===== config.mk =====
export PLATFORM = sky130hd
export DESIGN_NAME = cp2p_cell
export DESIGN_NICKNAME = d
export VERILOG_FILES = /design/src/sv/cp2p_pkg.sv /design/src/sv/cp2p_cell.sv
export SDC_FILE = /design/constraint.sdc
export NUM_CORES = 1
export LEC_CHECK = 0
export ABC_AREA = 1
export BUFFER_PORTS_ARGS = -buffer_cell sky130_fd_sc_hd__buf_2
export CAP_MARGIN = 20
export CORE_UTILIZATION = 45
export DETAILED_ROUTE_END_ITERATION = 8
export GPL_TIMING_DRIVEN = 1
export HOLD_SLACK_MARGIN = 0.12
export MAX_ROUTING_LAYER = met4
export PLACE_DENSITY = 0.64
export SYNTH_ARGS = -nofsm -noshare
export SYNTH_HDL_FRONTEND = slang
export SYNTH_SLANG_ARGS = --single-unit

===== constraint.sdc =====
create_clock -name clk -period 20.1 [get_ports clk]
set_input_delay 1.005 -clock clk [delete_from_list [all_inputs] [get_ports clk]]
set_output_delay 1.005 -clock clk [all_outputs]
set_load 0.1 [all_outputs]

===== src/sv/cp2p_pkg.sv =====
package cp2p_pkg;

	localparam int DATA_WIDTH = 16;
	localparam int ITERATIONS = 16;
	localparam int TABLE_LEN = 24;
	localparam int FRAC_BITS = 46 - DATA_WIDTH;
	localparam int VW = 48;
	localparam int ZW = 34;
	localparam int ITER_IDX_W = $clog2(TABLE_LEN);
	localparam int ANG_SH = 32 - DATA_WIDTH;
	localparam int MAG_SH = 17 + FRAC_BITS;
	localparam int Q_W = VW - 1 - 15;
	localparam int PROD_W = 65;
	localparam logic [31:0] INV_GAIN_Q32 = 32'd2608131496;
	localparam logic signed [ZW-1:0] ANGLE_HALF_PI = ZW'(64'sd1 <<< 30);
	localparam logic signed [ZW-1:0] ANG_RND =
		(ANG_SH > 0) ? ZW'(64'sd1 <<< (ANG_SH - 1)) : '0;
	localparam logic [PROD_W-1:0] MAG_RND = PROD_W'(65'd1 << (MAG_SH - 1));
	localparam logic [PROD_W-1:0] WMASK = PROD_W'((65'd1 << DATA_WIDTH) - 65'd1);

	typedef struct packed {
		logic signed [VW-1:0] x;
		logic signed [VW-1:0] y;
		logic signed [ZW-1:0] z;
		logic                 zero;
	} cp2p_vec_t;

	function automatic logic signed [ZW-1:0] atan_step(input logic [ITER_IDX_W-1:0] idx);
		logic signed [ZW-1:0] v;
		case (idx)
			5'd0:    v = 34'sd536870912;
			5'd1:    v = 34'sd316933406;
			5'd2:    v = 34'sd167458907;
			5'd3:    v = 34'sd85004756;
			5'd4:    v = 34'sd42667331;
			5'd5:    v = 34'sd21354465;
			5'd6:    v = 34'sd10680350;
			5'd7:    v = 34'sd5340245;
			5'd8:    v = 34'sd2670163;
			5'd9:    v = 34'sd1335087;
			5'd10:   v = 34'sd667544;
			5'd11:   v = 34'sd333772;
			5'd12:   v = 34'sd166886;
			5'd13:   v = 34'sd83443;
			5'd14:   v = 34'sd41722;
			5'd15:   v = 34'sd20861;
			5'd16:   v = 34'sd10430;
			5'd17:   v = 34'sd5215;
			5'd18:   v = 34'sd2608;
			5'd19:   v = 34'sd1304;
			5'd20:   v = 34'sd652;
			5'd21:   v = 34'sd326;
			5'd22:   v = 34'sd163;
			5'd23:   v = 34'sd81;
			default: v = '0;
		endcase
		return v;
	endfunction

endpackage


===== src/sv/cp2p_cell.sv =====
module cp2p_cell
	import cp2p_pkg::*;
(
	input  logic                  clk,
	input  logic                  arst_n,
	input  logic [ITER_IDX_W-1:0] iter,
	input  logic                  in_valid,
	output logic                  in_ready,
	input  cp2p_vec_t             in_vec,
	output logic                  out_valid,
	input  logic                  out_ready,
	output cp2p_vec_t             out_vec
);

	logic      valid_s1;
	cp2p_vec_t vec_s1;
	cp2p_vec_t vec_d;
	logic signed [VW-1:0] dx;
	logic signed [VW-1:0] dy;
	logic signed [ZW-1:0] step;

	assign in_ready = ~valid_s1 | out_ready;

	always_comb begin
		dx   = in_vec.y >>> iter;
		dy   = in_vec.x >>> iter;
		step = atan_step(iter);
		vec_d.zero = in_vec.zero;
		if (in_vec.y < 0) begin
			vec_d.x = in_vec.x - dx;
			vec_d.y = in_vec.y + dy;
			vec_d.z = in_vec.z - step;
		end else begin
			vec_d.x = in_vec.x + dx;
			vec_d.y = in_vec.y - dy;
			vec_d.z = in_vec.z + step;
		end
	end

	always_ff @(posedge clk or negedge arst_n) begin
		if (!arst_n) begin
			valid_s1 <= 1'b0;
		end else if (in_ready) begin
			valid_s1 <= in_valid;
		end
	end

	always_ff @(posedge clk) begin
		if (in_ready && in_valid) begin
			vec_s1 <= vec_d;
		end
	end

	assign out_valid = valid_s1;
	assign out_vec   = vec_s1;

endmodule


## After elaboration in Yosys (flattened, before gate mapping)

Memory sizes are Yosys's and may differ from the RTL's.
Index checks and enable logic that the tools add are counted.

- Reduce and logical (&&, ||, !) cells: 1
- Multiplexer cells: 1
- Add/subtract/negate cells: 6
- Shift operators: 2
- Order comparisons: 1
- Bitwise operators: 2

Operator list:

| cell | number |
|---|---|
| $mux 130 | 1 |
| $add 48x48->48 | 2 |
| $sshr 48x5->48 | 2 |
| $sub 48x48->48 | 2 |
| $lt 48x1->1 const B | 1 |
| $add 34x34->34 | 1 |
| $sub 34x34->34 | 1 |
| $logic_and 1x1->1 | 1 |
| $not 1->1 | 1 |
| $or 1x1->1 | 1 |

- Output and inout bits: 133
- Flip-flop bits (word level): 132
- Input bits: 140
- Logic and storage cells: 19
- Memory bits (read-only): 960
- Memories kept: 1

Memories:

| name | words | width | rd ports | clocked after Yosys merged registers in | wr ports | line | source |
|---|---|---|---|---|---|---|---|
| (name not given) | 32 | 30 | 1 | 0 | 0 | cp2p_pkg.sv:30 | `case (idx)` |

## Longest topological paths before layout

- Depth after elaboration: 3
- Depth in mapped cells: 35
- Depth with buffers taken out: 34

## Worst setup path before layout

Ideal clock, no wire load.

- Path type: input port to flip-flop
- Start: input in_valid
- End: register vec_s1 (netlist bit out_vec[0]), enable pin
- Arrival time: 7.353 ns
- Library setup time: 0.663 ns
- Data required time: 19.437 ns
- Buffers on the path: 0
- Path slack: 12.084 ns
- Stages on the path: 2
- Cell sequence: inv_1 -> a21oi_1

- Cells in the longest elaborated chain, start to end: 1

Ends and longest elaborated chain:

| element | line | source |
|---|---|---|
| start: declaration | cp2p_cell.sv:7 | `input logic in_valid,` |
| $logic_and 1x1->1 | cp2p_cell.sv:49 | `if (in_ready && in_valid) begin` |
| end signal: assignment | cp2p_cell.sv:50 | `vec_s1 <= vec_d;` |
| end: declaration | cp2p_cell.sv:16 | `cp2p_vec_t vec_s1;` |

Every way passes these cells.
A chain may end at the register's enable or synchronous reset.

==> results.json <==
{
  "path_clk_slew_ns": 0.06,
  "cts_setup_buffers": 0,
  "grt_max_degree": 107,
  "io_buffers": 272,
  "routed_wirelength_um": 86010,
  "yosys_register_bits": 132,
  "syn-instance-count": 3603,
  "period_minus_slack_ns": 6.906,
  "crit_path_max_fanout": 93,
  "multi_input_area_sq_um": 15710,
  "hpwl_um": 70440,
  "yosys-top-cells-area": "nand2_1, edfxtp_1, nand3_1",
  "clock_path_buffers": 2,
  "power.density_nw_per_um2": 84.48,
  "yosysTopAreaCell": "nand2_1",
  "ant_nets": 0,
  "grt_pass1_vias": 23500,
  "yosys_warnings": 0,
  "hold_class": "in2async",
  "async_flop_share_pct": 0.7576,
  "seq_area_frac_synth_pct": 18.23,
  "worstPathRequired_ns": 20.33,
  "setup_viol": 0,
  "clkLatencyLatePin_ns": 0.49,
  "finalClockSkew_ns": 0.009828,
  "grt.total_usage_pct": 35.39,
  "drt_iter0_drc": 2304,
  "n_fill_cell": 5229,
  "wl_per_cell_um": 19.46,
  "finalCritPeriodShare_pct": 34.36,
  "postCtsHoldBufs": 0,
  "synth_top_area_share_pct": 18.73,
  "avgSynthCellArea_sq_um": 6.028,
  "drt_first_pass_iters": 7,
  "finalWeightedCongestion": 0.9967,
  "regArea_sq_um": 3959,
  "antenna_cells": 0,
  "area_growth_pct": 10.24,
  "fin_total_pwr_mw": 2.023,
  "leakage_nw": 11.88,
  "fmax_mhz": 144.8,
  "synthesis.nets": 3900,
  "whs_ns": 0.2806,
  "vias": 25103,
  "worstMarginPinSlew_ns": 1.084,
  "numCtsBuffers": 17,
  "maxSlewHeadroom_pct": 27.73,
  "netlist_area_sq_um": 21720,
  "arrival_ns": 7.14,
  "start_kind": "input port",
  "die-area_sq_um": 49150,
  "die_y_um": 221.7,
  "antenna_found_initial": 0,
  "drive_gt1_share_pct": 11.23,
  "cts_root_buf": "clkbuf_16",
  "rsz0062_at_grt": "false",
  "finish.net_count": 4088,
  "cts.sinks": 132,
  "drc_errors": 0,
  "worst-setup-path-type": "in2reg",
  "synth_edf_count": 131,
  "cts.repair.resized": 0,
  "rows": 80,
  "gr-total-overflow": 0,
  "synth_ff_type": "edfxtp_1",
  "tns_ns": 0,
  "cts_tree": "yes",
  "grt_first_pass_wirelength_um": 131100,
  "ios": 273,
  "ir_worst_vdd_uv": 65.97,
  "cp-end-kind": "flop",
  "yosysUniqueCellTypes": 56,
  "start_util_pct": 45.58,
  "core_region_area_sq_um": 47650,
  "drv_slew": 0,
  "status": "finished clean",
  "viasPerCell": 5.681,
  "htreeDepth": 4,
  "hold_violations": 0,
  "drv_cap": 0,
  "die_width_um": 221.7
}
[sequential cells by signal (all words and copies together) (netlist names)]
| name | flops |
|---|---|
| out_vec | 131 |
| out_valid | 1 |
[synth_stat cells (all sizes together) (56+ instances only)]
library cell  count
nand2          1096
nand3           597
inv             371
nor2            337
a21oi           189
o21ai           176
ha              154
xor2            134
edfxtp          131
buf              96
xnor2            67
a31oi            56
[report_power, final]
| part | total, mW | switching (mW) | internal, mW |
|---|---|---|---|
| registers | 0.402 | 0.0118 | 0.390 |
| clock network | 0.341 | 0.141 | 0.200 |
| logic | 1.28 | 0.970 | 0.310 |
| total | 2.02 | 1.12 | 0.900 |
[cell type report]
| type | instances | share of cell area [%] |
|---|---|---|
| inverters | 373 | 5.858 |
| flip-flops and latches | 132 | 16.54 |
| clock inverters | 13 | 0.7212 |
| repair buffers | 288 | 6.209 |
| clock buffers | 19 | 1.850 |
| well taps | 615 | 3.214 |
| multi-input cells | 2979 | 65.61 |
[cell usage in the layout (no fill, tap or decap), drive strengths merged, types with 3 or more instances in the layout]
cell      Yosys  final
nand2      1096   1096
nand3       597    597
inv         371    375
nor2        337    337
buf          96    288
a21oi       189    189
o21ai       176    176
ha          154    154
xor2        134    134
edfxtp      131    131
xnor2        67     67
a31oi        56     56
nand4        41     41
nor3         22     22
clkbuf       23     19
o211ai       17     17
o21a         14     14
nand3b       13     13
nor4          9      9
a21boi        9      9
and3          7      7
clkinv        2      5
o221ai        4      4
a21o          4      4
o2111ai       4      4
or2           4      4
a211oi        3      3
o21bai        3      3
o31ai         3      3
fa            3      3
clkinvlp      0      3
bufinv        0      3
[path summary, 6_finish.rpt]
path,startpoint,end,slack (ns),cells after the start
setup / recovery,iter[1],out_vec[58],13.19,26
hold / removal,arst_n,out_valid,0.28,1
setup reg to reg,out_valid,out_vec[33],17.59,3
hold reg to reg,out_valid,out_valid,0.58,2
max in group asynchronous,arst_n,out_valid,19.74,1
min in group clk,out_valid,out_valid,0.58,2
[kinds of logic (layout without fill, tap and decap cells)]
kind of cell | count (synthesis) | count (layout) | share of synthesized area [%]
xor gates and xnor gates | 202 | 202 | 8.215
AOI/OAI and AO/OA | 492 | 492 | 12.93
adders and majority gates | 157 | 157 | 9.149
buffers and inverters | 492 | 693 | 9.506
and+or+nand+nor | 2128 | 2128 | 41.97
DFF | 132 | 132 | 18.23
[worst max-delay path, cell delays in order]
cell	delay (ns)
buf_2	0.08
buf_4	0.77
inv_4	0.60
nor2_2	0.73
a21oi_1	0.17
nand3_1	0.15
nand3_1	0.12
nand2_1	0.16
inv_1	0.06
ha_1	0.22
inv_1	0.06
nor2_1	0.04
nand2_1	0.13
nand2_1	0.09
xor2_1	0.19
inv_1	0.06
ha_1	0.33
nand2_1	0.11
inv_1	0.06
a21oi_1	0.20
o21ai_0	0.19
a21boi_1	0.48
o21ai_0	0.22
a21boi_0	0.47
o21ai_0	0.18
xor2_1	0.17
[per-layer routing]
metal | wire, um | GRT usage [%]
met5 | 0 | -
met4 | 3456 | 15.10
met2 | 38590 | 55.79
met1 | 38180 | 45.80
met3 | 5782 | 4.042
[per-stage QoR]
step	cells	area, sq um	setup WS (ns)	util [%]
detailed placement	4387	23330	12.85	48.96
finish	4419	23940	13.19	50.25
global route	4419	23940	12.82	50.25
CTS	4419	23940	13.38	50.25
global placement	4387	23330	12.80	48.96
floorplan	3603	21720	12.08	-
(Power assumes the default switching activity.)
