**src/sv/cp2p_pkg.sv**
```systemverilog
package cp2p_pkg;

	localparam int DATA_WIDTH = 16;
	localparam int ITERATIONS = 16;
	localparam int TABLE_LEN = 24;
	localparam int FRAC_BITS = 46 - DATA_WIDTH;
	localparam int VW = 48;
	localparam int ZW = 34;
	localparam int ITER_IDX_W = $clog2(TABLE_LEN);
	localparam int ANG_SH = 32 - DATA_WIDTH;
	localparam int MAG_SH = 17 + FRAC_BITS;
	localparam int Q_W = VW - 1 - 15;
	localparam int PROD_W = 65;
	localparam logic [31:0] INV_GAIN_Q32 = 32'd2608131496;
	localparam logic signed [ZW-1:0] ANGLE_HALF_PI = ZW'(64'sd1 <<< 30);
	localparam logic signed [ZW-1:0] ANG_RND =
		(ANG_SH > 0) ? ZW'(64'sd1 <<< (ANG_SH - 1)) : '0;
	localparam logic [PROD_W-1:0] MAG_RND = PROD_W'(65'd1 << (MAG_SH - 1));
	localparam logic [PROD_W-1:0] WMASK = PROD_W'((65'd1 << DATA_WIDTH) - 65'd1);

	typedef struct packed {
		logic signed [VW-1:0] x;
		logic signed [VW-1:0] y;
		logic signed [ZW-1:0] z;
		logic                 zero;
	} cp2p_vec_t;

	function automatic logic signed [ZW-1:0] atan_step(input logic [ITER_IDX_W-1:0] idx);
		logic signed [ZW-1:0] v;
		case (idx)
			5'd0:    v = 34'sd536870912;
			5'd1:    v = 34'sd316933406;
			5'd2:    v = 34'sd167458907;
			5'd3:    v = 34'sd85004756;
			5'd4:    v = 34'sd42667331;
			5'd5:    v = 34'sd21354465;
			5'd6:    v = 34'sd10680350;
			5'd7:    v = 34'sd5340245;
			5'd8:    v = 34'sd2670163;
			5'd9:    v = 34'sd1335087;
			5'd10:   v = 34'sd667544;
			5'd11:   v = 34'sd333772;
			5'd12:   v = 34'sd166886;
			5'd13:   v = 34'sd83443;
			5'd14:   v = 34'sd41722;
			5'd15:   v = 34'sd20861;
			5'd16:   v = 34'sd10430;
			5'd17:   v = 34'sd5215;
			5'd18:   v = 34'sd2608;
			5'd19:   v = 34'sd1304;
			5'd20:   v = 34'sd652;
			5'd21:   v = 34'sd326;
			5'd22:   v = 34'sd163;
			5'd23:   v = 34'sd81;
			default: v = '0;
		endcase
		return v;
	endfunction

endpackage

```
**src/sv/cp2p_gain.sv**
```systemverilog
module cp2p_gain
	import cp2p_pkg::*;
(
	input  logic                  clk,
	input  logic                  arst_n,
	input  logic                  in_valid,
	output logic                  in_ready,
	input  cp2p_vec_t             in_vec,
	output logic                  out_valid,
	input  logic                  out_ready,
	output logic [DATA_WIDTH-1:0] magnitude,
	output logic [DATA_WIDTH-1:0] angle
);

	logic                  valid_s1;
	logic                  valid_s2;
	logic                  ready_s2;
	logic [63:0]           p_hi_s1;
	logic [31:0]           p_lo_s1;
	logic [DATA_WIDTH-1:0] ang_s1;
	logic                  zero_s1;
	logic [DATA_WIDTH-1:0] mag_s2;
	logic [DATA_WIDTH-1:0] ang_s2;

	logic [VW-2:0]         m;
	logic [Q_W-1:0]        q;
	logic [14:0]           r;
	logic [46:0]           lo_full;
	logic signed [ZW-1:0]  zr;
	logic [PROD_W-1:0]     prod;
	logic [PROD_W-1:0]     mag_full;
	logic [DATA_WIDTH-1:0] mag_d;

	assign ready_s2 = ~valid_s2 | out_ready;
	assign in_ready = ~valid_s1 | ready_s2;

	always_comb begin
		m       = in_vec.x[VW-1] ? '0 : in_vec.x[VW-2:0];
		q       = m[VW-2:15];
		r       = m[14:0];
		lo_full = 47'(r) * 47'(INV_GAIN_Q32);
		zr      = in_vec.z + ANG_RND;
	end

	always_comb begin
		prod     = PROD_W'(p_hi_s1) + PROD_W'(p_lo_s1) + MAG_RND;
		mag_full = prod >> MAG_SH;
		mag_d    = (mag_full > WMASK) ? '1 : mag_full[DATA_WIDTH-1:0];
	end

	always_ff @(posedge clk or negedge arst_n) begin
		if (!arst_n) begin
			valid_s1 <= 1'b0;
			valid_s2 <= 1'b0;
		end else begin
			if (in_ready) begin
				valid_s1 <= in_valid;
			end
			if (ready_s2) begin
				valid_s2 <= valid_s1;
			end
		end
	end

	always_ff @(posedge clk) begin
		if (in_ready && in_valid) begin
			p_hi_s1 <= 64'(q) * 64'(INV_GAIN_Q32);
			p_lo_s1 <= lo_full[46:15];
			ang_s1  <= zr[ANG_SH +: DATA_WIDTH];
			zero_s1 <= in_vec.zero;
		end
		if (ready_s2 && valid_s1) begin
			mag_s2 <= zero_s1 ? '0 : mag_d;
			ang_s2 <= zero_s1 ? '0 : ang_s1;
		end
	end

	assign out_valid = valid_s2;
	assign magnitude = mag_s2;
	assign angle     = ang_s2;

endmodule

```
**config.mk**
```make
export PLATFORM = sky130hd
export DESIGN_NAME = cp2p_gain
export DESIGN_NICKNAME = d
export VERILOG_FILES = /design/src/sv/cp2p_pkg.sv /design/src/sv/cp2p_gain.sv
export SDC_FILE = /design/constraint.sdc
export NUM_CORES = 2
export LEC_CHECK = 0
export ABC_CLOCK_PERIOD_IN_PS = 3200
export BUFFER_PORTS_ARGS = -buffer_cell sky130_fd_sc_hd__buf_2
export CELL_PAD_IN_SITES_DETAIL_PLACEMENT = 0
export CELL_PAD_IN_SITES_GLOBAL_PLACEMENT = 1
export CORE_MARGIN = 8
export CORE_UTILIZATION = 47
export DETAILED_ROUTE_END_ITERATION = 12
export MAX_ROUTING_LAYER = met4
export PLACE_DENSITY_LB_ADDON = 0.12
export SKIP_LAST_GASP = 1
export SLEW_MARGIN = 40
export SYNTH_ARGS = -nofsm -noshare
export SYNTH_HDL_FRONTEND = slang
export SYNTH_SLANG_ARGS = --single-unit
```
**constraint.sdc**
```tcl
create_clock -name clk -period 3.2 [get_ports clk]
set_input_delay 0.32 -clock clk [delete_from_list [all_inputs] [get_ports clk]]
set_output_delay 0.32 -clock clk [all_outputs]
set_load 0.01 [all_outputs]
```
# --- Word level (Yosys, flattened, before mapping) ---
# Cells that the tools add are included.
word_totals:
  register_bits: 144
  elab_cells: 22
op_classes:
  addsub: 3
  n_mul: 2
  order_cmp: 1
  mux: 2
  n_bitwise: 4
  reduce_logical: 2
ops:
  columns: ["operator", "n"]
  rows:
  - ["64-bit by 32-bit adder with 65-bit output", 1]
  - ["65-bit by 47-bit adder with 65-bit output, second input constant", 1]
  - ["32-bit by 29-bit multiplier with 61-bit output, second input constant", 1]
  - ["47-bit 2-to-1 mux", 1]
  - ["15-bit by 29-bit multiplier with 44-bit output, second input constant", 1]
  - ["32-bit by 17-bit adder with 32-bit output, second input constant", 1]
  - ["18-bit by 16-bit greater-than comparator with 1-bit output, second input constant", 1]
  - ["16-bit 2-to-1 mux", 1]
  - ["1-bit logical AND", 2]
  - ["1-bit NOT", 2]
  - ["1-bit OR", 2]

# --- Longest topological paths before layout ---
logic_depth:
  depth_word: 4
  depth_mapped: 30

# --- Worst setup path after synthesis ---
# Ideal clock, no wire load.
synth_path:
  kind: "in2reg"
  from: "in in_vec[130] (netlist bit)"
  to: "reg p_hi_s1[63], data pin"
  t_arrival_ns: 7.520
  required_time_ns: 2.940
  setup_slack_ns: -4.580
  path_stages: 28
  n_path_buf: 3
  path_cell_list: "clkbuf_1 clkbuf_1 nand2b_1 inv_1 ha_1 fa_1 inv_1 fa_1 fa_1 fa_1 inv_1 fa_1 fa_1 inv_1 fa_1 inv_1 ha_1 clkbuf_1 and2_1 a311oi_1 o21ai_0 a221oi_1 a2111oi_4 o311a_1 o21ai_2 nand2b_2 a31oi_1 xnor2_1"
synth_between:
  elab_chain_cells: 2
synth_lines:
  columns: ["element", "line_no", "rtl"]
  rows:
  - ["start: declaration", "cp2p_gain.sv:8", "input cp2p_vec_t in_vec,"]
  - ["47-bit 2-to-1 mux", "cp2p_gain.sv:38", "m = in_vec.x[VW-1] ? '0 : in_vec.x[VW-2:0];"]
  - ["32-bit by 29-bit multiplier with 61-bit output", "cp2p_gain.sv:67", "p_hi_s1 <= 64'(q) * 64'(INV_GAIN_Q32);"]
  - ["end signal: assignment", "cp2p_gain.sv:67", null]
  - ["end: declaration", "cp2p_gain.sv:18", "logic [63:0] p_hi_s1;"]
# No other way between the ends.
# A chain may end at the register's enable or synchronous reset.

# --- Worst setup path in the final report ---
layout_path:
  from: "in in_vec[130] (netlist bit)"
  to: "reg p_hi_s1[61], data pin"
# The elaborated chain is that of the path after synthesis.

==> flow_summary_export.csv <==
group,metric,value,unit
clocking,cts_root_buf,"clkbuf_16",
floorplanning,num_rows,95,
placed_design,post-place-ws,-4.58,ns
global_routing,antenna_found_initial,0,
run,maxCapViolations,0,
routing,vias,23300,
logic_synthesis,postSynthRegisterBits,141,
final_layout,n_antenna_cell,0,
clocking,cts_buffers,17,
global_routing,grt_pass1_vias,26300,
sta,setup_viol,90,
logic_synthesis,syn_avg_cell_area,10.5,um^2
routing,drt-total-wl,96.1,mm
routing,via_per_inst,4.95,
logic_synthesis,ys_warn_count,0,
outcome,status,"complete, but fails checks",
placed_design,dp.final_hpwl,86.9,mm
routing,wire_per_inst,20.4,um
clocking,clock-sinks,141,
floorplanning,core,67000,um^2
floorplanning,die_h,276,um
final_layout,regArea,4220,um^2
sta,layout_setup_ws,-3.89,ns
sta,fin_crit_sh,222,%
logic_synthesis,synth_cell_types,69,
critical_path,critPathArrivalTime,7.33,ns
logic_synthesis,ys_seq_area_share,13.3,%
global_routing,grt.total_usage,26.6,%
logic_synthesis,synth_top_area_share,39.1,%
routing,drt_iter0_markers,1209,
outcome,violations,"negative setup slack",
critical_path,cp.required,3.44,ns
routing,firstDrtPassIters,5,
sta,fin_crit,7.09,ns
clocking,h-tree-depth,4,
logic_synthesis,ys.flop_type,"edfxtp_1",
critical_path,cp-start-kind,"primary input",
final_layout,final_util,62.2,%
worst_hold_path,hold_path.class,"in -> reg",
sta,hold_violations,0,
sta,fin_skew,0.0120,ns
floorplanning,chipWidth,276,um
floorplanning,ioPinCount,169,
clocking,cts_tree,"built",
final_layout,layout.nets,5091,
logic_synthesis,synth_edf_count,139,
placed_design,port_buffers,103,
logic_synthesis,synth.area.top_cells,"fa_1 (39%), ha_1 (20%), edfxtp_1 (13%), inv_1 (11%), xnor2_1 (1.9%)",
logic_synthesis,yosysTopAreaCell,"fa_1",
final_layout,fill_cells,5623,
logic_synthesis,syn_area,31700,um^2
floorplanning,dieArea,76000,um^2
critical_path,endpoint_kind,"register",
routing,post-route-drc-count,0,
sta,fmax,141,MHz
routing,ant_nets,0,
global_routing,grt_max_degree,77,
clocking,clk_latency,0.41,ns
logic_synthesis,synth_nets,4297,
final_layout,final_cell_mix,"inv_1 (857), buf_4 (652), fa_1 (584)",
final_layout,multi_input_area,26000,um^2
critical_path,criticalPathCategory,"in -> reg",
global_routing,globalRoute.totalOverflow,0,
floorplanning,initial_core_util,47.3,%
global_routing,grt_pass1_wl,150,mm
clocking,clock_path_buffers,2,
logic_synthesis,synthArstFlopShare,1.42,%
placed_design,gp_congestion,0.992,
sta,slew_headroom,60.1,%
sta,drv_slew,0,
sta,rsz0062_at_grt,"true",
logic_synthesis,synth_cells,3027,
final_layout,synthToLayoutAreaGrowth,31.5,%
final_layout,drive_gt1_share,32.5,%
final_layout,final_common_cell,"inv_1",
critical_path,crit_fanout,4,
sta,worstMarginPinSlew,0.593,ns
clocking,clkTransAtPathRegs,0.07,ns
placed_design,place_inst,4605,
final_layout,design_area,41700,um^2
final_layout,layoutNonFillerInstCount,4706,
placed_design,detailed_place.area,38700,um^2
[worst paths after layout]
| path | slack (ns) | startpoint | to | depth (start not counted) |
|---|---|---|---|---|
| worst max-delay path | -3.89 | in_vec[130] | p_hi_s1[61]$_DFFE_PP_ | 28 |
| worst min-delay path | 0.09 | in_vec[0] | zero_s1$_DFFE_PP_ | 1 |
| worst max register to register | -0.08 | p_hi_s1[4]$_DFFE_PP_ | magnitude[13]$_SDFFCE_PP0P_ | 14 |
| worst min register to register | 0.50 | valid_s1$_DFFE_PN0N_ | out_valid$_DFFE_PN0P_ | 1 |
| max in group asynchronous | 2.88 | arst_n | valid_s1$_DFFE_PN0N_ | 2 |
| min in group asynchronous | 0.23 | arst_n | out_valid$_DFFE_PN0P_ | 2 |
[critical path, cell delays in order]
cell	delay (ns)
buf_16	0.10
nand2b_4	0.13
clkinvlp_4	0.14
buf_4	0.17
ha_4	0.23
buf_4	0.15
fa_1	0.49
inv_1	0.06
fa_1	0.38
inv_1	0.08
ha_1	0.23
inv_1	0.08
fa_1	0.44
fa_1	0.50
fa_1	0.50
inv_1	0.05
fa_1	0.49
ha_4	0.32
nand3_4	0.09
or4b_4	0.60
a211o_1	0.34
a2111oi_4	0.50
o311a_1	0.29
o21ai_4	0.09
buf_6	0.12
a21oi_4	0.16
nor2_2	0.07
a211oi_2	0.21
[kinds of logic (layout without fill, tap and decap cells)]
| logic type | count (synthesis) | after routing | synth area share [%] |
|---|---|---|---|
| AO/OA/AOI/OAI | 300 | 300 | 6.33 |
| buffers and inverters | 979 | 1785 | 11.6 |
| XOR/XNOR | 112 | 112 | 3.09 |
| adder cells (fa/ha/maj) | 1135 | 1135 | 59.5 |
| AND/OR/NAND/NOR | 358 | 358 | 6.13 |
| flip-flops | 141 | 141 | 13.3 |
| multiplexers | 2 | 2 | 0.0631 |
[metrics by stage]
stage | hold WS, ns | TNS [ns]
floorplan | 0.0244 | -240.24
global placement | 0.104 | -310.55
detailed placement | 0.110 | -313.67
CTS | 0.0660 | -247.43
global route | 0.0746 | -265.46
finish | 0.0877 | -248.53
[synthesized netlist by cell type (4+ instances only)]
master	n
clkbuf_1	34
a221o_1	4
a211o_1	7
o21a_1	12
edfxtp_1	139
o21bai_1	9
nand2_1	65
a21boi_0	4
fa_1	620
a221oi_1	4
xor2_1	44
a211oi_1	5
nor2_1	54
ha_1	515
a31oi_1	6
o31ai_1	7
nand4_1	29
and3_1	12
and2_1	14
inv_1	941
nor2b_1	46
and4_1	11
a21o_1	57
nand3_1	29
nand3b_1	4
or2_2	6
nand2b_1	51
a21oi_1	102
o21ai_0	42
xnor2_1	68
nor3_1	24
[final cells by class]
type	count	area share (%)
sequential	141	10.1
multi-input combinational	1907	62.4
inverter	941	8.59
timing repair buffer	813	14.8
tap	873	2.62
clock buffer	17	1.02
clock inverter	14	0.444
[what timing repair did]
| item | CTS | global route |
|---|---|---|
| setup buffers | 38 | 44 |
| hold buffers | 1 | 0 |
| gates resized for setup | 224 | 174 |
| cloned | 2 | 0 |
| pin swaps | 107 | 187 |
| endpoints found under the hold margin | 2 | 0 |
| endpoints found under the setup margin | 100 | 100 |
[metal layers]
metal,share of wire [%],wire length (um),up-vias,GRT usage [%]
li1,-,-,11000,-
met1,43,41300,11700,33.7
met2,51,48900,437,46.6
met3,3.3,3200,126,2.05
met4,2.7,2630,0,6.03
met5,0,0,-,-
[state kept, by name (all words and copies together), names as in the netlist]
name,cells
valid_s1,1
out_valid,1
p_lo_s1,29
zero_s1,1
ang_s1,16
angle,16
magnitude,16
p_hi_s1,61
Power is not shown: default switching activity piles up to over one toggle a cycle in this logic, so the estimate is an artifact.
