--- src/sv/cp2p_pkg.sv ---
package cp2p_pkg;

	localparam int DATA_WIDTH = 16;
	localparam int ITERATIONS = 16;
	localparam int TABLE_LEN = 24;
	localparam int FRAC_BITS = 46 - DATA_WIDTH;
	localparam int VW = 48;
	localparam int ZW = 34;
	localparam int ITER_IDX_W = $clog2(TABLE_LEN);
	localparam int ANG_SH = 32 - DATA_WIDTH;
	localparam int MAG_SH = 17 + FRAC_BITS;
	localparam int Q_W = VW - 1 - 15;
	localparam int PROD_W = 65;
	localparam logic [31:0] INV_GAIN_Q32 = 32'd2608131496;
	localparam logic signed [ZW-1:0] ANGLE_HALF_PI = ZW'(64'sd1 <<< 30);
	localparam logic signed [ZW-1:0] ANG_RND =
		(ANG_SH > 0) ? ZW'(64'sd1 <<< (ANG_SH - 1)) : '0;
	localparam logic [PROD_W-1:0] MAG_RND = PROD_W'(65'd1 << (MAG_SH - 1));
	localparam logic [PROD_W-1:0] WMASK = PROD_W'((65'd1 << DATA_WIDTH) - 65'd1);

	typedef struct packed {
		logic signed [VW-1:0] x;
		logic signed [VW-1:0] y;
		logic signed [ZW-1:0] z;
		logic                 zero;
	} cp2p_vec_t;

	function automatic logic signed [ZW-1:0] atan_step(input logic [ITER_IDX_W-1:0] idx);
		logic signed [ZW-1:0] v;
		case (idx)
			5'd0:    v = 34'sd536870912;
			5'd1:    v = 34'sd316933406;
			5'd2:    v = 34'sd167458907;
			5'd3:    v = 34'sd85004756;
			5'd4:    v = 34'sd42667331;
			5'd5:    v = 34'sd21354465;
			5'd6:    v = 34'sd10680350;
			5'd7:    v = 34'sd5340245;
			5'd8:    v = 34'sd2670163;
			5'd9:    v = 34'sd1335087;
			5'd10:   v = 34'sd667544;
			5'd11:   v = 34'sd333772;
			5'd12:   v = 34'sd166886;
			5'd13:   v = 34'sd83443;
			5'd14:   v = 34'sd41722;
			5'd15:   v = 34'sd20861;
			5'd16:   v = 34'sd10430;
			5'd17:   v = 34'sd5215;
			5'd18:   v = 34'sd2608;
			5'd19:   v = 34'sd1304;
			5'd20:   v = 34'sd652;
			5'd21:   v = 34'sd326;
			5'd22:   v = 34'sd163;
			5'd23:   v = 34'sd81;
			default: v = '0;
		endcase
		return v;
	endfunction

endpackage

--- src/sv/cp2p_prerot.sv ---
module cp2p_prerot
	import cp2p_pkg::*;
(
	input  logic                      clk,
	input  logic                      arst_n,
	input  logic                      in_valid,
	output logic                      in_ready,
	input  logic signed [DATA_WIDTH-1:0] x_in,
	input  logic signed [DATA_WIDTH-1:0] y_in,
	output logic                      out_valid,
	input  logic                      out_ready,
	output cp2p_vec_t                 out_vec
);

	logic      valid_s1;
	cp2p_vec_t vec_s1;
	cp2p_vec_t vec_d;
	logic signed [VW-1:0] xf;
	logic signed [VW-1:0] yf;

	assign in_ready = ~valid_s1 | out_ready;

	always_comb begin
		xf = VW'(x_in) <<< FRAC_BITS;
		yf = VW'(y_in) <<< FRAC_BITS;
		vec_d.zero = (x_in == '0) && (y_in == '0);
		vec_d.x = xf;
		vec_d.y = yf;
		vec_d.z = '0;
		if (xf < 0) begin
			if (yf >= 0) begin
				vec_d.x = yf;
				vec_d.y = -xf;
				vec_d.z = ANGLE_HALF_PI;
			end else begin
				vec_d.x = -yf;
				vec_d.y = xf;
				vec_d.z = -ANGLE_HALF_PI;
			end
		end
	end

	always_ff @(posedge clk or negedge arst_n) begin
		if (!arst_n) begin
			valid_s1 <= 1'b0;
		end else if (in_ready) begin
			valid_s1 <= in_valid;
		end
	end

	always_ff @(posedge clk) begin
		if (in_ready && in_valid) begin
			vec_s1 <= vec_d;
		end
	end

	assign out_valid = valid_s1;
	assign out_vec   = vec_s1;

endmodule

--- config.mk ---
export PLATFORM = sky130hd
export DESIGN_NAME = cp2p_prerot
export DESIGN_NICKNAME = d
export VERILOG_FILES = /design/src/sv/cp2p_pkg.sv /design/src/sv/cp2p_prerot.sv
export SDC_FILE = /design/constraint.sdc
export NUM_CORES = 1
export LEC_CHECK = 0
export BUFFER_PORTS_ARGS = -buffer_cell sky130_fd_sc_hd__buf_2
export CORE_MARGIN = 3
export CORE_UTILIZATION = 46
export CTS_BUF_LIST = sky130_fd_sc_hd__clkbuf_8
export CTS_CLUSTER_DIAMETER = 80
export DETAILED_ROUTE_END_ITERATION = 10
export PLACE_DENSITY = 0.83
export SYNTH_ARGS = -nofsm -noshare
export SYNTH_HDL_FRONTEND = slang
export SYNTH_SLANG_ARGS = --single-unit
--- constraint.sdc ---
create_clock -name clk -period 2.5 [get_ports clk]
set_input_delay 0.25 -clock clk [delete_from_list [all_inputs] [get_ports clk]]
set_output_delay 0.25 -clock clk [all_outputs]
set_load 0.005 [all_outputs]
## Word-level counts from Yosys, hierarchy flattened

Index checks and enable logic that the tools add are counted.

- Flip-flop bits (word level): 132
- Bits of input ports: 36
- Output and inout bits: 133
- Logic and storage cells: 22

- Add/sub/neg operators: 2
- Order comparisons: 2
- Multiplexer cells: 2
- Bitwise logic cells: 3
- Reduce and logical (&&, ||, !) cells: 6

Operator list:

| cell | count |
|---|---|
| two-way mux 130 bit | 2 |
| negator 46 -> 48 bit | 2 |
| greater-or-equal comparator 46 x 1 -> 1 bit (second input constant) | 1 |
| < comparator 46 x 1 -> 1 bit (second input constant) | 1 |
| zero test 16 bit | 2 |
| logical AND 1 bit | 2 |
| NOT 1 bit | 2 |
| AND reduction 2 bit | 1 |
| OR reduction 2 bit | 1 |
| OR 1 bit | 1 |

## Logic depth before layout (Yosys ltp)

Gate-level depths: netlist of the first run.

- Depth in word-level cells: 3
- Depth in mapped cells: 6
- Depth with buffers taken out: 6

## Worst setup path after synthesis of the first run

No wires, ideal clock.

- Path kind: flip-flop to flip-flop
- Start: register valid_s1, in the netlist out_valid
- End: register vec_s1, in the netlist out_vec[0] (enable)
- Arrival: 1.467 ns
- Data required time: 2.100 ns
- Path slack: 0.633 ns
- Cell stages (with the launch flop): 3
- Path buffers: 0
- Period minus slack after synthesis: 1.867 ns
- Path through: dfrtp_1 > nand2b_1 > and2_1

- Word-level cells in the longest chain between the ends: 3

RTL lines:

| element | line | source |
|---|---|---|
| from (decl) | cp2p_prerot.sv:15 | `logic valid_s1;` |
| from (signal assigned) | cp2p_prerot.sv:47 | `valid_s1 <= in_valid;` |
| NOT 1 bit | cp2p_prerot.sv:21 | `assign in_ready = ~valid_s1 \| out_ready;` |
| OR 1 bit | cp2p_prerot.sv:21 |  |
| via in_ready | cp2p_prerot.sv:7 | `output logic in_ready,` |
| logical AND 1 bit | cp2p_prerot.sv:52 | `if (in_ready && in_valid) begin` |
| to (signal assigned) | cp2p_prerot.sv:53 | `vec_s1 <= vec_d;` |
| to (decl) | cp2p_prerot.sv:16 | `cp2p_vec_t vec_s1;` |

The timed path passes the listed nets, and every way through them passes these cells.
A chain may end at the register's enable or synchronous reset.

==> flow_summary.toml, run 1 <==
[clocking]
clock_sinks = 40
cts_htree_levels = 2
cts-buffers-inserted = 5
cts_tree = "yes"
clkTransAtPathRegs_ns = 0.08
ctsLongestPathBuffers = 2
postCtsSetupBuffers = 0
cts-root-buf = "clkbuf_8"
insertion_delay_ns = 0.29

[timing]
drv_slew = 0
hold_violations = 0
setup_viol = 0
finalSetupTns_ns = 0
timing.slew.headroom = 0.522
fmax_mhz = 574
whs_ns = 0.163
skew_ns = 0.00333
tightest_slew_ns = 0.711
rsz0062_at_grt = "false"
finalCritPeriodShare = 0.697
finalCriticalPeriod_ns = 1.74

[critical_path]
crit_chain = "buf_2 -> inv_1 -> ha_1 -> or3b_1 -> o41ai_1 -> xor2_1 -> a21oi_1"
critical_path_required_ns = 2.52
arrival_ns = 1.77
path_class = "in2reg"
crit_family = "compound AO/OA/AOI/OAI gates"
worst_path_max_delay_cell = "o41ai_1"
setup.worst_path.end_class = "flip-flop"
slowest_delay_ns = 0.46
cp_max_fo = 6
critPathBufInv = 2
start_kind = "input port"

[floorplanning]
ios = 169
coreArea_um2 = 6030
die_w_um = 85.4
num_rows = 28
die_area_um2 = 7290
initial_utilization = 0.481
die_h_um = 85.4

[yosys]
ys_ff_latch = 40
synth_async_sr_flop_share = 0.0250
synth_cells = 308
yosysWarnings = 0
avgSynthCellArea_um2 = 9.41
synth.distinct_cells = 36
synth_edf_count = 39
ys_seq_area_frac = 0.413
synth_area_um2 = 2900
synth-main-ff-cell = "edfxtp_1"

[layout]
antenna_cells = 0
mostFrequentLayoutCell = "conb_1"
drive_gt1_frac = 0.246
final_cell_mix = "conb_1 (92), buf_2 (78), edfxtp_1 (39)"
fin_area_um2 = 3140
area_delta_synth_final_pct = 8.33
final_nets = 423

[pwr]
p_leak_nw = 1.43
vdd_ir_drop_max_mv = 0.331
power.density_nw_per_um2 = 515

[grt]
grt_first_pass_wirelength_um = 8850
antenna_found_initial = 0
track_usage = 0.154
overflow = 0
grt_max_degree = 40
grt_pass1_vias = 1841

[drt]
viasPerCell = 4.57
remaining_drc_errors = 0
dr.pass1.iters = 5
vias = 2109
ant_nets = 0
wl_um = 6010
drtIter0Drc = 89
wire_per_inst_um = 13.0

[place]
hpwl_um = 4680
gp_congestion = 0.847
port_buffers = 78
post_dp_cell_area_um2 = 3020

[worst_hold_path]
holdCritPathClass = "in2reg"

[outcome]
outcome = "finished clean"

[job]
maxCapViolations = 0
-- report_power, final --
| group | internal, mW | total (mW) | leakage [nW] | switching, mW |
|---|---|---|---|---|
| logic | 0.113 | 0.303 | 0.999 | 0.190 |
| clock network | 0.291 | 0.512 | 0.0532 | 0.221 |
| registers | 0.793 | 0.802 | 0.381 | 0.00969 |
| total | 1.20 | 1.62 | 1.43 | 0.421 |
-- final timing paths --
check	cells past startpoint	start	slack [ns]	to
min in group asynchronous	2	arst_n	0.26	out_valid$_DFFE_PN0N_
worst max-delay path	7	y_in[0]	0.76	out_vec[125]$_DFFE_PP_
worst max register to register	3	out_valid$_DFFE_PN0N_	1.05	out_vec[114]$_DFFE_PP_
worst min-delay path	2	in_valid	0.16	out_valid$_DFFE_PN0N_
max in group asynchronous	2	arst_n	2.16	out_valid$_DFFE_PN0N_
worst min register to register	2	out_valid$_DFFE_PN0N_	0.55	out_valid$_DFFE_PN0N_
-- worst reg2reg max path: cells and delay by family (launching register included) --
kind | cells | cell delay, ns
buffers and inverters | 1 | 0.43
flip-flops | 1 | 0.38
AND/OR/NAND/NOR | 2 | 0.26
-- flip-flops by register name, indices dropped and copies added (netlist names) --
signal     count
out_vec       39
out_valid      1
-- synthesized netlist by cell type, types with 3 or more instances --
cell | instances | area [um2]
inv_1 | 9 | 33.8
edfxtp_1 | 39 | 1170
xor2_1 | 10 | 87.6
o31ai_1 | 4 | 30.0
nor3_1 | 6 | 30.0
or3_1 | 5 | 31.3
o21ai_0 | 5 | 25.0
a31oi_1 | 7 | 43.8
buf_4 | 92 | 691
nor2_1 | 34 | 128
o41ai_1 | 3 | 26.3
clkbuf_1 | 13 | 48.8
nand2_1 | 7 | 26.3
xnor2_1 | 13 | 114
or2_2 | 3 | 18.8
a21oi_1 | 27 | 135
nor4_1 | 3 | 18.8
-- final cells by class --
cell class              instances  area [um2]
inverters                       9        33.8
repair buffers                 84         438
clock inverters                 3        37.5
multi-input cells             245        1270
fillers                       576        2890
flip-flops and latches         40        1200
clock buffers                   5        68.8
well taps                      75        93.8
-- per-layer routing --
metal | vias up | share of wire | global-route usage
li1 | 1028 | - | -
met3 | 4 | 0.11 | 0.0485
met4 | 0 | 0.0058 | 0.0489
met5 | - | 0 | 0
met2 | 132 | 0.50 | 0.266
met1 | 945 | 0.38 | 0.182
-- repair_timing --
action | CTS | global route
hold endpoints to repair | 1 | 0
resized for setup | 0 | 0
hold buffers | 1 | 0
-- cells by family after synthesis --
kind of cell,Yosys count,share of synthesized area
buf+inv,114,0.267
simple gates,74,0.128
compound gates,52,0.107
flops,40,0.413
xor+xnor,23,0.0695
fa+ha+maj,2,0.00863
mux,2,0.00691
other cells,1,0.00129
-- metrics by stage --
stage | setup WS, ns | std cells | utilization | power [mW]
floorplan | 0.633 | 399 | - | 1.09
global placement | 0.509 | 452 | 0.502 | 1.11
detailed placement | 0.458 | 452 | 0.502 | 1.12
CTS | 0.762 | 461 | 0.521 | 1.63
global route | 0.627 | 461 | 0.521 | 1.70
finish | 0.758 | 461 | 0.521 | 1.62
No activity file was read; power rests on OpenSTA's default activity.
==> run 2, diff against run 1 <==
--- a/config.mk
+++ b/config.mk
@@ -5,13 +5,14 @@
 export SDC_FILE = /design/constraint.sdc
 export NUM_CORES = 1
 export LEC_CHECK = 0
+export ABC_AREA = 1
 export BUFFER_PORTS_ARGS = -buffer_cell sky130_fd_sc_hd__buf_2
 export CORE_MARGIN = 3
 export CORE_UTILIZATION = 46
 export CTS_BUF_LIST = sky130_fd_sc_hd__clkbuf_8
 export CTS_CLUSTER_DIAMETER = 80
 export DETAILED_ROUTE_END_ITERATION = 10
-export PLACE_DENSITY = 0.83
+export PLACE_DENSITY = 0.81
 export SYNTH_ARGS = -nofsm -noshare
 export SYNTH_HDL_FRONTEND = slang
 export SYNTH_SLANG_ARGS = --single-unit
==> constraint.sdc (replaced) <==
create_clock -name clk -period 1.8 [get_ports clk]
set_input_delay 0.18 -clock clk [delete_from_list [all_inputs] [get_ports clk]]
set_output_delay 0.18 -clock clk [all_outputs]
set_load 0.005 [all_outputs]
==> flow_summary.toml, run 2 <==
[grt]
grt.busiest_layer = "met2"
antenna_found_initial = 0
grt_util_met3 = 0.0254
grt_max_degree = 40
grt_use_met1 = 0.205
gr-usage-met2 = 0.284
grt_pass1_vias = 2158
track_usage = 0.169
grt_first_pass_wirelength_um = 10100
overflow = 0

[critical_path]
path_class = "in2reg"
r2r_cells = 2
critPathBufInv = 2
crit_family = "simple AND/OR/NAND/NOR gates"
critical_path_required_ns = 1.84
arrival_ns = 1.30
crit_chain = "buf_2 -> inv_1 -> ha_1 -> nand2_1 -> nor2_4 -> nand2_2 -> nand2_2 -> nand2_1 -> nand3_1 -> o21ai_0"
setup.worst_path.end_class = "flip-flop"
cp_max_fo = 3
cp.depth = 10
slowest_delay_ns = 0.19
start_kind = "input port"
worst_path_max_delay_cell = "ha_1"

[clocking]
clock_sinks = 40
cts-resized-gates = 0
ctsLongestPathBuffers = 2
postCtsSetupBuffers = 0
cts-buffers-inserted = 5
cts-hold-fix-buffers = 1
insertion_delay_ns = 0.29
cts_tree = "yes"
cts_htree_levels = 2
clkTransAtPathRegs_ns = 0.08
cts-root-buf = "clkbuf_8"

[place]
port_buffers = 78
dpl.cell_count = 523
dp_slack_ns = 0.273
hpwl_um = 5210
gp_congestion = 0.935

[pwr]
p_sw_mw = 0.632
clkPwrFrac = 0.314
combPwrFrac = 0.199
power.density_nw_per_um2 = 692
switching_share = 0.276
vdd_ir_drop_max_mv = 0.562
seq_power_share = 0.487
cellInternalPower_mw = 1.66
p_leak_nw = 1.68

[layout]
final_cells = 532
drive_gt1_frac = 0.231
largest_reg_flops = 39
mostFrequentLayoutCell = "conb_1"
area_delta_synth_final_pct = 8.25
final_nets = 492
final_cell_mix = "conb_1 (92), nand2_1 (78), buf_2 (78)"
antenna_cells = 0

[yosys]
ys_top_cells_by_count = "buf_4 (94), nand2_1 (78), nand3_1 (40), edfxtp_1 (39), inv_1 (27)"
synth.distinct_cells = 29
ys_seq_area_frac = 0.391
ys_ff_latch = 40
synth_top_area_frac = 0.382
synth_cells = 376
synth_area_um2 = 3060
synth_async_sr_flop_share = 0.0250
avgSynthCellArea_um2 = 8.15
yosysWarnings = 0
synth_most_common_cell = "buf_4"
synth_edf_count = 39
synthTopCellsByArea = "edfxtp_1 (38%), buf_4 (23%), nand2_1 (9.6%), nand3_1 (6.5%), inv_1 (3.3%)"
yosysTopAreaCell = "edfxtp_1"
synth-main-ff-cell = "edfxtp_1"

[timing]
tightest_slew_ns = 0.532
fin_ws_ns = 0.540
setup_viol = 0
finalCritPeriodShare = 0.700
skew_ns = 0.00831
fmax_mhz = 794
hold_violations = 0
drv_slew = 0
finalCriticalPeriod_ns = 1.26
finalSetupTns_ns = 0
timing.slew.headroom = 0.645
rsz0062_at_grt = "false"

[drt]
ant_nets = 0
dr.pass1.iters = 5
wl_um = 6720
vias = 2568
wire_per_inst_um = 12.6
remaining_drc_errors = 0
drtIter0Drc = 261
viasPerCell = 4.83

[floorplanning]
num_rows = 29
die_area_um2 = 7670
die_w_um = 87.6
ios = 169
coreArea_um2 = 6390
die_h_um = 87.6
initial_utilization = 0.480

[worst_hold_path]
holdCritPathClass = "in2reg"
hold_depth = 3

[outcome]
outcome = "finished clean"

[job]
maxCapViolations = 0
## run 2: changes by cell type in the layout (fill, tap and decap cells not counted), moves of 13 or more
cell / before / now
nand2_1: 7 / 78
nor2_1: 34 / 19
nand3_1: 2 / 40
inv_1: 9 / 28
o21ai_0: 5 / 20
xnor2_1: 13 / 0
a21oi_1: 27 / 3
## run 2: through the flow
stage                     power [mW]   util  hold WS (ns)  cell area (um2)
after floorplan                 1.55      -        -0.116             3420
after global placement          1.56  0.501       -0.0455             3200
after detailed placement        1.58  0.501       -0.0421             3200
after CTS                       2.30  0.519         0.119             3320
after global routing            2.42  0.519         0.151             3320
final                           2.29  0.519         0.120             3320
## run 2: final timing paths
| kind | endpoint | slack, ns | from |
|---|---|---|---|
| setup / recovery | out_vec[75]$_DFFE_PP_ | 0.54 | x_in[0] |
| hold / removal | out_valid$_DFFE_PN0N_ | 0.12 | in_valid |
| setup reg to reg | out_vec[115]$_DFFE_PP_ | 0.62 | out_valid$_DFFE_PN0N_ |
| hold reg to reg | out_valid$_DFFE_PN0N_ | 0.58 | out_valid$_DFFE_PN0N_ |
| max in group asynchronous | out_valid$_DFFE_PN0N_ | 1.53 | arst_n |
| min in group asynchronous | out_valid$_DFFE_PN0N_ | 0.19 | arst_n |
## run 2: logic make-up after synthesis
group | count (synthesis) | synth area share
AND/OR/NAND/NOR | 153 | 0.223
buffers and inverters | 134 | 0.283
flip-flops | 40 | 0.391
AO/OA/AOI/OAI | 37 | 0.0682
XOR/XNOR | 9 | 0.0257
adder cells (fa/ha/maj) | 2 | 0.00817
other | 1 | 0.00122
## run 2: worst reg2reg max path, stage by stage (launching register included)
cell and delay [ns]:
dfrtp_1 0.42, a21oi_4 0.18, buf_12 0.24
## run 2: power by group through the flow
stage / combinational (mW) / sequential, mW / clock [mW]
global route: 0.515 / 1.12 / 0.776
floorplan: 0.401 / 1.15 / 0
detailed placement: 0.443 / 1.14 / 0
global placement: 0.429 / 1.14 / 0
CTS: 0.446 / 1.12 / 0.734
finish: 0.456 / 1.12 / 0.720
## run 2: final cells by class
type	instances	area, um2
Clock inverter	3	38.8
Clock buffer	5	68.8
Tap cell	77	96.3
Inverter	30	113
Timing Repair Buffer	84	450
Multi-Input combinational cell	293	1350
Sequential cell	40	1200
Fill cell	560	3070
## run 2: per-layer routing
layer  vias up  wire, um  share of wire
met2       194      3260           0.49
met1      1146      2410           0.36
met4         0       267          0.040
met5         -         0              0
met3        24       785           0.12
li1       1204         -              -
